File: config.mk
export PLATFORM = sky130hd
export DESIGN_NAME = humidity_sensor_frame_decoder
export DESIGN_NICKNAME = d
export VERILOG_FILES = /design/src/hw/rtl/hsfd_pkg.sv /design/src/hw/rtl/hsfd_front.sv /design/src/hw/rtl/hsfd_fifo.sv /design/src/hw/rtl/hsfd_back.sv /design/src/hw/rtl/humidity_sensor_frame_decoder.sv
export SDC_FILE = /design/constraint.sdc
export NUM_CORES = 1
export LEC_CHECK = 0
export BUFFER_PORTS_ARGS = -buffer_cell sky130_fd_sc_hd__buf_2
export CORE_MARGIN = 2
export CORE_UTILIZATION = 30
export CTS_CLUSTER_DIAMETER = 30
export DETAILED_ROUTE_END_ITERATION = 7
export GPL_ROUTABILITY_DRIVEN = 0
export PLACE_DENSITY_LB_ADDON = 0.12
export SYNTH_ARGS = -nofsm -noshare
export SYNTH_HDL_FRONTEND = slang
export SYNTH_SLANG_ARGS = --single-unit
File: constraint.sdc
create_clock -name clk -period 6.1 [get_ports clk]
set_clock_uncertainty 0.05 [all_clocks]
set_input_delay 0.305 -clock clk [delete_from_list [all_inputs] [get_ports clk]]
set_output_delay 0.305 -clock clk [all_outputs]
set_load 0.1 [all_outputs]
File: src/hw/rtl/hsfd_pkg.sv
// shared types, constants and the crc-8 step for the humidity sensor frame decoder
// no dependencies
package hsfd_pkg;

    localparam int unsigned FIFO_DEPTH = 4;

    localparam logic [7:0]  CRC_POLY = 8'h31;
    localparam logic [7:0]  CRC_INIT = 8'hFF;

    localparam logic [10:0] HEAT_OFFSET_RESET = 11'd400;

    localparam logic [30:0] TEMP_SPAN = 31'd17500;
    localparam logic [29:0] HUM_SPAN  = 30'd10000;
    localparam logic signed [15:0] TEMP_BASE = 16'sd4500;

    typedef struct packed {
        logic [15:0] temp_word;
        logic [15:0] humid_word;
        logic        crc_ok;
    } frame_t;

    function automatic logic [7:0] crc8_byte(input logic [7:0] crc_in, input logic [7:0] data);
        logic [7:0] c;
        c = crc_in ^ data;
        for (int i = 0; i < 8; i++) begin
            if (c[7])
            begin
                c = {c[6:0], 1'b0} ^ CRC_POLY;
            end
            else
            begin
                c = {c[6:0], 1'b0};
            end
        end
        return c;
    endfunction

endpackage

File: src/hw/rtl/hsfd_front.sv
// front end: takes one frame byte per accepted handshake, runs the crc and assembles the words
// depends on hsfd_pkg
module hsfd_front (
    input  logic                clk,
    input  logic                rst_n,
    input  logic [7:0]          rx_byte,
    input  logic                frame_start,
    input  logic                in_valid,
    output logic                in_ready,
    output logic                push,
    output hsfd_pkg::frame_t    push_frame,
    input  logic                queue_full
);

    localparam logic [2:0] POS_T_HI  = 3'd0;
    localparam logic [2:0] POS_T_LO  = 3'd1;
    localparam logic [2:0] POS_T_CRC = 3'd2;
    localparam logic [2:0] POS_H_HI  = 3'd3;
    localparam logic [2:0] POS_H_LO  = 3'd4;
    localparam logic [2:0] POS_H_CRC = 3'd5;

    logic [2:0]  pos_reg, pos_next, eff_pos;
    logic [7:0]  crc_reg, crc_next, crc_step, crc_base;
    logic        temp_good_reg, temp_good_next;
    logic [15:0] temp_word_reg, temp_word_next;
    logic [15:0] humid_word_reg, humid_word_next;
    logic        accept;

    assign in_ready = !queue_full;
    assign accept   = in_valid && in_ready;

    always_comb
    begin
        eff_pos = (frame_start || pos_reg > POS_H_CRC) ? POS_T_HI : pos_reg;
        crc_base = (eff_pos == POS_T_HI || eff_pos == POS_H_HI) ? hsfd_pkg::CRC_INIT : crc_reg;
        crc_step = hsfd_pkg::crc8_byte(crc_base, rx_byte);

        crc_next        = crc_reg;
        temp_good_next  = temp_good_reg;
        temp_word_next  = temp_word_reg;
        humid_word_next = humid_word_reg;
        push            = 1'b0;

        unique case (eff_pos)
            POS_T_HI:
            begin
                crc_next       = crc_step;
                temp_word_next = {rx_byte, 8'h00};
            end
            POS_T_LO:
            begin
                crc_next       = crc_step;
                temp_word_next = {temp_word_reg[15:8], rx_byte};
            end
            POS_T_CRC:
            begin
                temp_good_next = (crc_reg == rx_byte);
                crc_next       = hsfd_pkg::CRC_INIT;
            end
            POS_H_HI:
            begin
                crc_next        = crc_step;
                humid_word_next = {rx_byte, 8'h00};
            end
            POS_H_LO:
            begin
                crc_next        = crc_step;
                humid_word_next = {humid_word_reg[15:8], rx_byte};
            end
            default:
            begin
                crc_next = hsfd_pkg::CRC_INIT;
                push     = accept;
            end
        endcase

        pos_next = (eff_pos >= POS_H_CRC) ? POS_T_HI : eff_pos + 3'd1;

        push_frame.temp_word  = temp_word_reg;
        push_frame.humid_word = humid_word_reg;
        push_frame.crc_ok     = temp_good_reg && (crc_reg == rx_byte);
    end

    always_ff @(posedge clk or negedge rst_n)
    begin
        if (!rst_n)
        begin
            pos_reg       <= POS_T_HI;
            crc_reg       <= hsfd_pkg::CRC_INIT;
            temp_good_reg <= 1'b0;
        end
        else if (accept)
        begin
            pos_reg       <= pos_next;
            crc_reg       <= crc_next;
            temp_good_reg <= temp_good_next;
        end
    end

    always_ff @(posedge clk)
    begin
        if (accept)
        begin
            temp_word_reg  <= temp_word_next;
            humid_word_reg <= humid_word_next;
        end
    end

    pos_range_a: assert property (@(posedge clk) disable iff (!rst_n)
        pos_reg <= POS_H_CRC)
        else $error("byte position out of range");

endmodule

File: src/hw/rtl/hsfd_fifo.sv
// short queue of finished frames between front and back end
// depends on hsfd_pkg
module hsfd_fifo #(
    parameter int unsigned DEPTH = hsfd_pkg::FIFO_DEPTH
) (
    input  logic              clk,
    input  logic              rst_n,
    input  logic              push,
    input  hsfd_pkg::frame_t  push_frame,
    output logic              full,
    input  logic              pop,
    output logic              not_empty,
    output hsfd_pkg::frame_t  head_frame
);

    localparam int unsigned PTR_W = (DEPTH > 1) ? $clog2(DEPTH) : 1;
    localparam int unsigned CNT_W = $clog2(DEPTH + 1);
    localparam logic [PTR_W-1:0] PTR_LAST = PTR_W'(DEPTH - 1);
    localparam logic [CNT_W-1:0] CNT_FULL = CNT_W'(DEPTH);

    hsfd_pkg::frame_t  mem [DEPTH];
    logic [PTR_W-1:0]  wr_ptr_reg, wr_ptr_next;
    logic [PTR_W-1:0]  rd_ptr_reg, rd_ptr_next;
    logic [CNT_W-1:0]  count_reg, count_next;
    logic              do_push, do_pop;

    assign full       = (count_reg == CNT_FULL);
    assign not_empty  = (count_reg != '0);
    assign do_push    = push && !full;
    assign do_pop     = pop && not_empty;
    assign head_frame = mem[rd_ptr_reg];

    always_comb
    begin
        wr_ptr_next = wr_ptr_reg;
        rd_ptr_next = rd_ptr_reg;
        count_next  = count_reg;
        if (do_push)
        begin
            wr_ptr_next = (wr_ptr_reg == PTR_LAST) ? '0 : wr_ptr_reg + 1'b1;
        end
        if (do_pop)
        begin
            rd_ptr_next = (rd_ptr_reg == PTR_LAST) ? '0 : rd_ptr_reg + 1'b1;
        end
        if (do_push && !do_pop)
        begin
            count_next = count_reg + 1'b1;
        end
        else if (do_pop && !do_push)
        begin
            count_next = count_reg - 1'b1;
        end
    end

    always_ff @(posedge clk or negedge rst_n)
    begin
        if (!rst_n)
        begin
            wr_ptr_reg <= '0;
            rd_ptr_reg <= '0;
            count_reg  <= '0;
        end
        else
        begin
            wr_ptr_reg <= wr_ptr_next;
            rd_ptr_reg <= rd_ptr_next;
            count_reg  <= count_next;
        end
    end

    always_ff @(posedge clk)
    begin
        if (do_push)
        begin
            mem[wr_ptr_reg] <= push_frame;
        end
    end

    count_bound_a: assert property (@(posedge clk) disable iff (!rst_n)
        count_reg <= CNT_FULL)
        else $error("queue count beyond depth");

    push_only_a: assert property (@(posedge clk) disable iff (!rst_n)
        (do_push && !do_pop) |=> (count_reg == $past(count_reg) + 1'b1))
        else $error("queue count did not follow a push");

    pop_only_a: assert property (@(posedge clk) disable iff (!rst_n)
        (do_pop && !do_push) |=> (count_reg == $past(count_reg) - 1'b1))
        else $error("queue count did not follow a pop");

endmodule

File: src/hw/rtl/hsfd_back.sv
// back end: scales the words, keeps the last good values and holds the result word
// depends on hsfd_pkg
module hsfd_back (
    input  logic                     clk,
    input  logic                     rst_n,
    input  logic                     frame_valid,
    output logic                     frame_pop,
    input  hsfd_pkg::frame_t         frame,
    input  logic [10:0]              heat_offset,
    output logic                     out_valid,
    input  logic                     out_ready,
    output logic signed [14:0]       temp_centi_c,
    output logic [13:0]              humidity_centi_pct,
    output logic                     crc_error,
    output logic                     have_value
);

    logic        s1_valid_reg;
    logic [30:0] s1_tprod_reg;
    logic [29:0] s1_hprod_reg;
    logic        s1_ok_reg;

    logic        s2_valid_reg;
    logic [14:0] s2_temp_reg;
    logic [13:0] s2_hum_reg;
    logic        s2_err_reg;
    logic        s2_have_reg;

    logic [14:0] last_temp_reg;
    logic [13:0] last_hum_reg;
    logic        present_reg;

    logic        s2_free, s1_free, s1_move;
    logic signed [15:0] t_full;
    logic [14:0] t_new;
    logic [13:0] h_new;

    assign s2_free   = !s2_valid_reg || out_ready;
    assign s1_move   = s1_valid_reg && s2_free;
    assign s1_free   = !s1_valid_reg || s2_free;
    assign frame_pop = frame_valid && s1_free;

    assign t_full = $signed({1'b0, s1_tprod_reg[30:16]}) - hsfd_pkg::TEMP_BASE
                    - $signed({5'd0, heat_offset});
    assign t_new  = t_full[14:0];
    assign h_new  = s1_hprod_reg[29:16];

    always_ff @(posedge clk or negedge rst_n)
    begin
        if (!rst_n)
        begin
            s1_valid_reg  <= 1'b0;
            s2_valid_reg  <= 1'b0;
            last_temp_reg <= '0;
            last_hum_reg  <= '0;
            present_reg   <= 1'b0;
        end
        else
        begin
            if (s1_free)
            begin
                s1_valid_reg <= frame_valid;
            end
            if (s2_free)
            begin
                s2_valid_reg <= s1_valid_reg;
            end
            if (s1_move && s1_ok_reg)
            begin
                last_temp_reg <= t_new;
                last_hum_reg  <= h_new;
                present_reg   <= 1'b1;
            end
        end
    end

    always_ff @(posedge clk)
    begin
        if (frame_pop)
        begin
            s1_tprod_reg <= hsfd_pkg::TEMP_SPAN * {15'd0, frame.temp_word};
            s1_hprod_reg <= hsfd_pkg::HUM_SPAN * {14'd0, frame.humid_word};
            s1_ok_reg    <= frame.crc_ok;
        end
        if (s1_move)
        begin
            s2_temp_reg <= s1_ok_reg ? t_new : last_temp_reg;
            s2_hum_reg  <= s1_ok_reg ? h_new : last_hum_reg;
            s2_err_reg  <= !s1_ok_reg;
            s2_have_reg <= s1_ok_reg || present_reg;
        end
    end

    assign out_valid          = s2_valid_reg;
    assign temp_centi_c       = $signed(s2_temp_reg);
    assign humidity_centi_pct = s2_hum_reg;
    assign crc_error          = s2_err_reg;
    assign have_value         = s2_have_reg;

    good_has_value_a: assert property (@(posedge clk) disable iff (!rst_n)
        (s2_valid_reg && !s2_err_reg) |-> s2_have_reg)
        else $error("good word without have_value");

    present_sticky_a: assert property (@(posedge clk) disable iff (!rst_n)
        $past(present_reg) |-> present_reg)
        else $error("stored value flag cleared");

endmodule

File: src/hw/rtl/humidity_sensor_frame_decoder.sv
// top level of the humidity sensor frame decoder
// depends on hsfd_pkg, hsfd_front, hsfd_fifo, hsfd_back
//
// Takes the six bytes of a measurement frame (temperature word, crc, humidity
// word, crc) at one byte per cycle and gives one result word per frame: the
// last good temperature in 0.01 C and humidity in 0.01 %RH, a crc error flag
// and a flag that a good frame has been seen. The crc runs as one unrolled
// byte step per cycle in the front end; finished frames wait in a queue of
// FIFO_DEPTH entries, and the back end registers the two scaling multiplies
// and then the output word, which is held while out_ready is low. Byte input
// stalls only when the queue is full. The heat offset register is written
// directly and reset to 400.
module humidity_sensor_frame_decoder #(
    parameter int unsigned FIFO_DEPTH = hsfd_pkg::FIFO_DEPTH
) (
    input  logic               clk,
    input  logic               rst_n,
    input  logic               cfg_wr_en,
    input  logic [10:0]        cfg_wr_data,
    input  logic               in_valid,
    output logic               in_ready,
    input  logic [7:0]         rx_byte,
    input  logic               frame_start,
    output logic               out_valid,
    input  logic               out_ready,
    output logic signed [14:0] temp_centi_c,
    output logic [13:0]        humidity_centi_pct,
    output logic               crc_error,
    output logic               have_value
);

    logic [10:0]       heat_offset_reg;
    logic              push, queue_full, pop, not_empty;
    hsfd_pkg::frame_t  push_frame, head_frame;

    always_ff @(posedge clk or negedge rst_n)
    begin
        if (!rst_n)
        begin
            heat_offset_reg <= hsfd_pkg::HEAT_OFFSET_RESET;
        end
        else if (cfg_wr_en)
        begin
            heat_offset_reg <= cfg_wr_data;
        end
    end

    hsfd_front u_front (
        .clk        (clk),
        .rst_n      (rst_n),
        .rx_byte    (rx_byte),
        .frame_start(frame_start),
        .in_valid   (in_valid),
        .in_ready   (in_ready),
        .push       (push),
        .push_frame (push_frame),
        .queue_full (queue_full)
    );

    hsfd_fifo #(
        .DEPTH(FIFO_DEPTH)
    ) u_fifo (
        .clk       (clk),
        .rst_n     (rst_n),
        .push      (push),
        .push_frame(push_frame),
        .full      (queue_full),
        .pop       (pop),
        .not_empty (not_empty),
        .head_frame(head_frame)
    );

    hsfd_back u_back (
        .clk               (clk),
        .rst_n             (rst_n),
        .frame_valid       (not_empty),
        .frame_pop         (pop),
        .frame             (head_frame),
        .heat_offset       (heat_offset_reg),
        .out_valid         (out_valid),
        .out_ready         (out_ready),
        .temp_centi_c      (temp_centi_c),
        .humidity_centi_pct(humidity_centi_pct),
        .crc_error         (crc_error),
        .have_value        (have_value)
    );

endmodule
# Word level (Yosys, flattened, before mapping)
# Memory sizes are Yosys's and may differ from the RTL's.
# Cells that the tools add are included.
# totals
register_bits	181
mem_bits_rw	132
inputBits	25
output_inout_bits	33
elab_cells	109
n_memories	1
# memory_table
memory	depth	word_bits	rd	rd_clocked_by_memory_dff	write_ports	line	rtl
u_fifo.mem	4	33	1	0	1	hsfd_fifo.sv:21	hsfd_pkg::frame_t mem [DEPTH];
# classes
n_addsub	7
multipliers	2
n_lt_le_gt_ge	2
n_eq_ne	8
muxes	23
n_bitwise	11
n_reduce_logical	32
# op_table
op	n
case mux 16 bit (2 select lines)	2
2-to-1 mux 6 bit	8
multiplier 13 x 16 -> 29 bit, first input constant	1
multiplier 10 x 16 -> 26 bit, first input constant	1
inverter 3 bit	8
2-to-1 mux 8 bit	2
2-to-1 mux 15 bit	1
subtractor 15 x 12 -> 15 bit	1
subtractor 15 x 13 -> 15 bit, second input constant	1
2-to-1 mux 14 bit	1
2-to-1 mux 3 bit	4
logical AND 1 bit	9
equality test 8 bit	1
XOR 8 bit	1
adder 3 x 1 -> 3 bit, second input constant	2
equality test 3 x 2 -> 1 bit, second input constant	2
equality test 3 bit, second input constant	2
zero test 1 bit	6
AND reduction 2 bit	3
AND reduction 3 bit	2
nonzero test 2 bit	3
logical OR 1 bit	5
OR reduction 5 bit	1
adder 2 x 1 -> 2 bit, second input constant	2
11 further kinds	16

# Longest topological paths before layout
# logic_depth
depth_word	24
mapped_depth	22
depth_no_buf	20

# By module
# Synthesis repeated with hierarchy kept, for this count alone.
# hier_totals
hier_cells	1299
area_unflattened_um2	17631.9
# modules_own_cells
module	instances	cells_per_inst	area_per_inst_um2	seq_area_each_um2
hsfd_back	1	865	9477.8	2632.5
hsfd_fifo	1	210	5276.3	4139.0
hsfd_front	1	201	2426.1	1271.2
humidity_sensor_frame_decoder	1	23	451.7	279.0

# Worst setup path after synthesis
# No wires, ideal clock.
# synth_path
path_kind	register -> register
start	reg u_fifo.rd_ptr_reg[0]
end	reg u_back.s1_tprod_reg[30] (data pin)
setup_time_ps	259
arrival_time_ps	5766
required_time_ps	5791
slack_ps	24
path_stages_with_launch	22
path_buffers	2
synth_period_minus_slack_ps	6076
cell_sequence	dfrtp_1 > buf_6 > buf_1 > mux4_2 > ha_1 > inv_1 > fa_1 > inv_1 > ha_1 > inv_1 > fa_1 > fa_1 > inv_1 > ha_1 > a21o_1 > a21o_1 > a21oi_1 > nand3_1 > a311o_1 > a221oi_2 > nor2b_1 > or2_1
# synth_via
elab_chain_cells	2
# synth_rtl
item	line	rtl
from (decl)	hsfd_fifo.sv:23	logic [PTR_W-1:0] rd_ptr_reg, rd_ptr_next;
from (signal assigned)	hsfd_fifo.sv:67	rd_ptr_reg <= rd_ptr_next;
memory read (4 x 33 bit)	n/a	
multiplier 13 x 16 -> 29 bit	hsfd_back.sv:81	s1_tprod_reg <= hsfd_pkg::TEMP_SPAN * {15'd0, frame.temp_word};
to (signal assigned)	hsfd_back.sv:81	
to (decl)	hsfd_back.sv:19	logic [30:0] s1_tprod_reg;
# Every way passes these cells.
# A chain may end at the register's enable or synchronous reset.

# Final worst setup path
# Ends and elaborated chain as after synthesis.

==> metrics <==
outcome=finished, final reports clean; GRT Resource Usage Total=0.1222; CP max FO=13; crit-path cells=buf_12 > mux4_2 > ha_1 > fa_1 > ha_1 > ha_1 > fa_1 > ha_1 > a31o_1 > a2111oi_2 > buf_4 > or4_1 > nand3_2 > a311o_1 > a221oi_2 > nor2b_1 > or2_1; cell family with most CP delay=adder cells; CP Capture Type=flip-flop; Hold Path Depth=3; Period Utilization, post-route=0.9552; CP required=6.37 ns; Detailed Routing Iterations Pass 1=6; fin. max-slew vios=0; Slew @ Worst Pin=1.252 ns; cells after synthesis=1,215; number of enable flip-flop cells after synthesis=225; FFs w/ async S/R, synth=0.2160; Hold Fails Final Rpt=0; CP peak stage delay=0.62 ns; die area=0.05820 sq mm; cell with the most instances after synthesis=edfxtp_1; final WL=33.50 mm; CP Depth=17; max reg flops=132; crit path buf inv count=2; DRC viols=0; Placeable Area=0.05542 sq mm; wire length per cell=15.46 microns; Max Cap Viol=0; minimum clock period=5.827 ns; Synth warnings=0; clock sink total=287; worst-path cell with the longest stage delay=mux4_2; Netlist Area Pre-Place=0.01689 sq mm; CTS root buf=clkbuf_16; row count=86; vias in the first global route=9,964; CP Class=reg2reg; io pins=58; Yosys top cell area share=0.4001; clk buf depth=3; crit start category=flip-flop; post-synthesis cell type count=56; H-Tree Depth=3; # setup viols final=0; Mapped Nets=1,519; routed vias=9,243; Main synth FF type=edfxtp_1; FMAX=171.6 MHz; Via-to-Cell Ratio=4.265; dominant cell type by area after synthesis=edfxtp_1; CTS tree=done; final setup TNS=0 ns; Clock Pin Slew Worst Setup and Hold Paths=0.04 ns; Die X=241.3 microns; ANT cells=0; Seq cells post-synth=287; max_slew headroom=0.1588; worst path arrival time=6.09 ns; DP Wirelength=24.09 mm; Commonest cells post-synth=edfxtp_1 (225), ha_1 (199), inv_1 (187); most used cell, CP=ha_1; ratio of cells with drive above 1 in the final layout=0.2269; Tightest Hold Check Type=in2reg; first-pass GRT wire length=54.88 mm; # nets final=1,663; largest net degree at the start of global routing=58; CTS buffer count=73; worst-skew pair later-pin latency=0.58 ns; top cells by area, synth=edfxtp_1 (40%), ha_1 (15%), fa_1 (9.5%); Worst Reg-to-Reg Cells=17; DR iter-0 viols=391; area delta synth->final=24.59%; Routed Antenna Nets=0; die height=241.3 microns; Port-buffer cells=57; sequential fraction of the synthesis area=0.4928; starting density of the core=0.3047; grt ovf=0; syn_area_per_cell=13.90 sq um; initial antenna violation count=0
layout by cell type, fill, tap and decap left out, types with 10 or more instances in the layout:
cell           instances
xnor2_1               46
and2_1                24
clkbuf_16             75
inv_1                187
mux2_2                61
and3_1                14
edfxtp_1             225
dfstp_2               11
nor2_1                45
mux4_2                33
nor2b_1               14
fa_1                  80
xor2_1                23
a21o_1                20
buf_2                 57
clkinv_2              10
dlygate4sd3_1         13
a21oi_1               22
nand2_1               31
bufinv_16             15
clkbuf_1              12
o21ai_0               20
dfrtp_1               50
ha_1                 199
buf_4                 21
layout make-up:
cell class              instances  area (sq um)
fillers                      5289         34380
flip-flops and latches        287          8323
multi-input cells             715          7770
clock buffers                  90          1952
well taps                     748         935.9
inverters                     187         701.9
clock inverters                45         696.9
repair buffers                 95         658.1
metrics by stage:
stage	worst slack, ns	area (sq um)	util	hold slack [ns]	instances
floorplan	0.02445	16890	-	-0.04059	1215
global placement	0.1971	18180	0.3281	0.3041	2012
detailed placement	0.1490	18180	0.3281	0.2992	2012
CTS	0.1206	20960	0.3783	0.04237	2160
global route	-0.006948	21040	0.3796	0.09048	2167
finish	0.2730	21040	0.3796	0.06679	2167
routing by layer:
metal,GRT usage,wire (microns)
met5,0,0
met4,0.04471,735
met2,0.1931,15260
met1,0.1646,16240
met3,0.02746,1260
worst paths after layout:
check,start,endpoint,slack [ns]
worst max-delay path,u_fifo.rd_ptr_reg[0],u_back.s1_tprod_reg[30],0.27
worst min-delay path,cfg_wr_en,heat_offset_reg[8],0.07
worst max register to register,u_fifo.rd_ptr_reg[0],u_back.s1_tprod_reg[30],0.27
worst min register to register,u_back.present_reg,u_back.present_reg,0.41
max in group asynchronous,rst_n,heat_offset_reg[5],4.83
min in group asynchronous,rst_n,u_front.crc_reg[2],0.24
timing repair:
action	CTS	global route
hold buffers	13	0
gates resized for setup	0	1
buffers inserted	0	6
endpoints found under the setup margin	0	4
endpoints found under the hold margin	18	0
worst reg2reg max path, stage by stage (launching register included):
cell and delay [ns]:
dfrtp_2 0.46, buf_12 0.19, mux4_2 0.63, ha_1 0.34
fa_1 0.46, ha_1 0.30, ha_1 0.30, fa_1 0.48
ha_1 0.30, a31o_1 0.23, a2111oi_2 0.39, buf_4 0.19
or4_1 0.14, nand3_2 0.14, a311o_1 0.44, a221oi_2 0.24
nor2b_1 0.07, or2_1 0.20
cell families after synthesis:
group | after synthesis | share of synthesized area
AND/OR/NAND/NOR | 171 | 0.05194
AO/OA/AOI/OAI | 102 | 0.04446
buffers and inverters | 213 | 0.04801
multiplexers | 94 | 0.08469
adder cells (fa/ha/maj) | 279 | 0.2423
XOR/XNOR | 69 | 0.03579
flip-flops | 287 | 0.4928
Power is not shown: default switching activity piles up to over one toggle a cycle in this logic, so the estimate is an artifact.
